[src/sv/idalloc_ram.sv]
// ----------------------------------------------------------------------------
// idalloc_ram
// Simple dual-port synchronous RAM, one write and one registered read port.
// ----------------------------------------------------------------------------
`timescale 1ns / 1ps
`default_nettype none

module idalloc_ram #(
  parameter int WIDTH = 8,
  parameter int DEPTH = 16,
  parameter int AW    = $clog2(DEPTH)
) (
  input  wire logic             clk,
  input  wire logic             we,
  input  wire logic [AW-1:0]    waddr,
  input  wire logic [WIDTH-1:0] wdata,
  input  wire logic             re,
  input  wire logic [AW-1:0]    raddr,
  output logic      [WIDTH-1:0] rdata
);

  logic [WIDTH-1:0] mem [DEPTH];
  logic [WIDTH-1:0] rdata_r;

  always_ff @(posedge clk) begin
    if (we) begin
      mem[waddr] <= wdata;
    end
    if (re) begin
      rdata_r <= mem[raddr];
    end
  end

  assign rdata = rdata_r;

endmodule

`default_nettype wire

[config.mk]
export PLATFORM = sky130hd
export DESIGN_NAME = idalloc_ram
export DESIGN_NICKNAME = d
export VERILOG_FILES = /design/src/sv/idalloc_ram.sv
export SDC_FILE = /design/constraint.sdc
export NUM_CORES = 1
export LEC_CHECK = 0
export BUFFER_PORTS_ARGS = -buffer_cell sky130_fd_sc_hd__buf_2
export CORE_ASPECT_RATIO = 1.1
export CORE_MARGIN = 2
export CORE_UTILIZATION = 50
export DETAILED_ROUTE_END_ITERATION = 6
export PLACE_DENSITY = 0.69
export SYNTH_ARGS = -nofsm -noshare
export SYNTH_HDL_FRONTEND = slang
export SYNTH_SLANG_ARGS = --single-unit
[constraint.sdc]
create_clock -name clk -period 1.79 [get_ports clk]
set_input_delay 0.2685 -clock clk [delete_from_list [all_inputs] [get_ports clk]]
set_output_delay 0.2685 -clock clk [all_outputs]
set_load 0.02 [all_outputs]
==> metrics.yaml <==
power_and_ir_drop:
  ir_drop_mv: 0.554
  powerDensity_nw_per_um2: 1190
  p_seq_frac: 0.485
  pwr-share-clk: 0.468
  intPower_mw: 6.03
  pwr-share-comb: 0.046
  p_leak_nw: 2.13
  p_switching_mw: 1.41
  switching_share: 0.190
yosys:
  synth_cells: 229
  syn_area_um2: 5230
  seq_area_frac_synth: 0.781
  yosys_warnings: 0
  yosysTopAreaCell: "edfxtp_1"
  synth_cell_type_count: 18
  synth.area.top_cells: "edfxtp_1 (78%), mux4_2 (7.8%), mux4_1 (7.0%), a22oi_1 (2.3%), nor2_1 (0.93%)"
  ys_ff_latch: 136
  syn_avg_cell_area_um2: 22.8
  synth_nets: 248
  synth_top_area_frac: 0.781
sta:
  hold_viol: 0
  finalSetupTns_ns: 0
  period_share: 0.852
  finalClockSkew_ns: 0.00750
  slew-limit-headroom: 0.726
  slew_viol_final: 0
  rsz0062_at_grt: "false"
  worst_pin_slew_ns: 0.411
  min_period_ns: 1.53
  setup_slack_ns: 0.264
  fmax_mhz: 655
  setup_viol: 0
setup_path:
  crit_fanout: 1
  cp_cell_sequence: "mux4_1 > a22oi_1 > nand2_1"
  path_class: "reg2reg"
  slowest_stage: "mux4_1"
  slowest_delay_ns: 0.54
  reg2reg_depth: 3
  arrival_ns: 1.68
  required_ns: 1.94
  endpoint_kind: "register"
  crit_path_start_kind: "register"
clock_tree:
  path_clk_slew_ns: 0.05
  postCtsHoldBufs: 0
  cts_tree: "done"
  cts-root-buf: "clkbuf_16"
  clock_sinks: 136
  cts_made_buffers: 17
  clkLatencyLatePin_ns: 0.41
  htreeDepth: 4
  clockBufferDepth: 2
  cts_setup_buffers: 0
  postCtsResizedCells: 0
floorplan:
  die_w_um: 101
  io-pin-count: 27
  row_count: 39
  die_area_um2: 11300
  core_um2: 10300
  die_y_um: 111
  initial_core_util: 0.508
placement:
  gp_congestion: 0.737
  dp_slack_ns: -0.0177
  io_buffers: 26
  hpwl_mm: 6.25
  placed_cell_area_um2: 5640
detailed_routing:
  drt-total-wl_mm: 9.87
  routedWlPerCell_um: 22.4
  dr_total_vias: 2486
  drt-initial-drc-count: 202
  viasPerCell: 5.64
  firstDrtPassIters: 4
  antenna_left: 0
  drc: 0
outcome:
  run_status: "finished, final reports clean"
finish:
  n_antenna_cell: 0
  drive_gt1_frac: 0.315
  stdcell_area_um2: 6230
  nFillCells: 729
  final-seq-area_um2: 4080
  multiInputGateArea_um2: 1060
  final_nets: 305
  area_growth_pct: 19.2
hold_path:
  min_path_cells: 1
  hold_path_class: "in2reg"
global_route:
  antenna_found_initial: 0
  track_usage: 0.194
  gr-total-overflow: 0
  grt_pass1_wl_mm: 15.0
  grt_pass1_vias: 2508
  grt_max_degree: 33
run:
  drv_cap: 0
-- layer usage --
layer	track usage	vias up	share of wire
met3	0.0618	15	0.052
met1	0.259	1300	0.42
met2	0.294	76	0.51
met5	0	-	0
met4	0.0856	0	0.017
li1	-	1095	-
-- layout make-up --
type	count	area share
Sequential cell	136	0.655
Multi-Input combinational cell	83	0.170
Clock buffer	19	0.0695
Timing Repair Buffer	48	0.0514
Tap cell	143	0.0287
Clock inverter	12	0.0253
-- path summary, 6_finish.rpt --
| kind | start | endpoint | slack [ns] |
|---|---|---|---|
| setup reg to reg | mem[1][1]$_DFFE_PP_ | rdata[1]$_DFFE_PP_ | 0.26 |
| hold / removal | wdata[0] | mem[10][0]$_DFFE_PP_ | 0.24 |
| hold reg to reg | mem[14][2]$_DFFE_PP_ | rdata[2]$_DFFE_PP_ | 0.74 |
| setup / recovery | mem[1][1]$_DFFE_PP_ | rdata[1]$_DFFE_PP_ | 0.26 |
-- cell usage in the layout, fill, tap and decap left out, types with 2 or more instances in the layout --
cell type / instances
clkbuf_16: 17
clkinv_1: 2
buf_2: 26
mux4_2: 18
buf_12: 2
nand2_1: 9
edfxtp_1: 136
clkinv_2: 6
nor3_1: 4
nand2b_1: 2
mux4_1: 14
bufinv_16: 4
nor2_1: 13
clkbuf_1: 2
a22oi_1: 16
nand3b_1: 2
buf_4: 20
-- worst max-delay path, delay by kind of cell, from the launching register on --
kind | cells | cell delay (ns)
mux | 1 | 0.54
flops | 1 | 0.37
compound gates | 1 | 0.25
simple gates | 1 | 0.11
-- kinds of logic after synthesis --
logic type / synth area share
DFF: 0.781
and+or+nand+nor: 0.0314
muxes: 0.148
AOI/OAI and AO/OA: 0.0230
buffers and inverters: 0.0165
-- cells in the mapped netlist --
master	n
nor3_1	4
edfxtp_1	136
buf_6	3
or3b_2	1
and2_1	1
nand2b_1	2
mux4_1	14
and2b_1	1
buf_2	3
buf_4	1
nor2b_1	1
a22oi_1	16
nand3_1	1
nand2_1	9
nand3b_1	2
mux4_2	18
clkdlybuf4s25_2	3
nor2_1	13
-- sequential cells by signal (all words and copies together) (netlist names) --
| name | cells |
|---|---|
| rdata | 8 |
| mem | 128 |
-- through the flow --
step            util  hold WS, ns  power (mW)  instances
2_1_floorplan      -        0.367        3.87        229
3_3_place_gp   0.548        0.652        4.01        410
3_5_place_dp   0.548        0.662        4.02        410
4_1_cts        0.605        0.219        7.51        441
5_1_grt        0.605        0.226        7.66        441
6_report       0.605        0.238        7.44        441
-- power groups by stage --
stage	logic, mW	registers, mW	clock network (mW)
after global placement	0.339	3.67	0
after CTS	0.350	3.61	3.55
after global routing	0.373	3.61	3.68
after floorplan	0.181	3.69	0
after detailed placement	0.348	3.68	0
final	0.345	3.61	3.48
(Power assumes the default switching activity.)
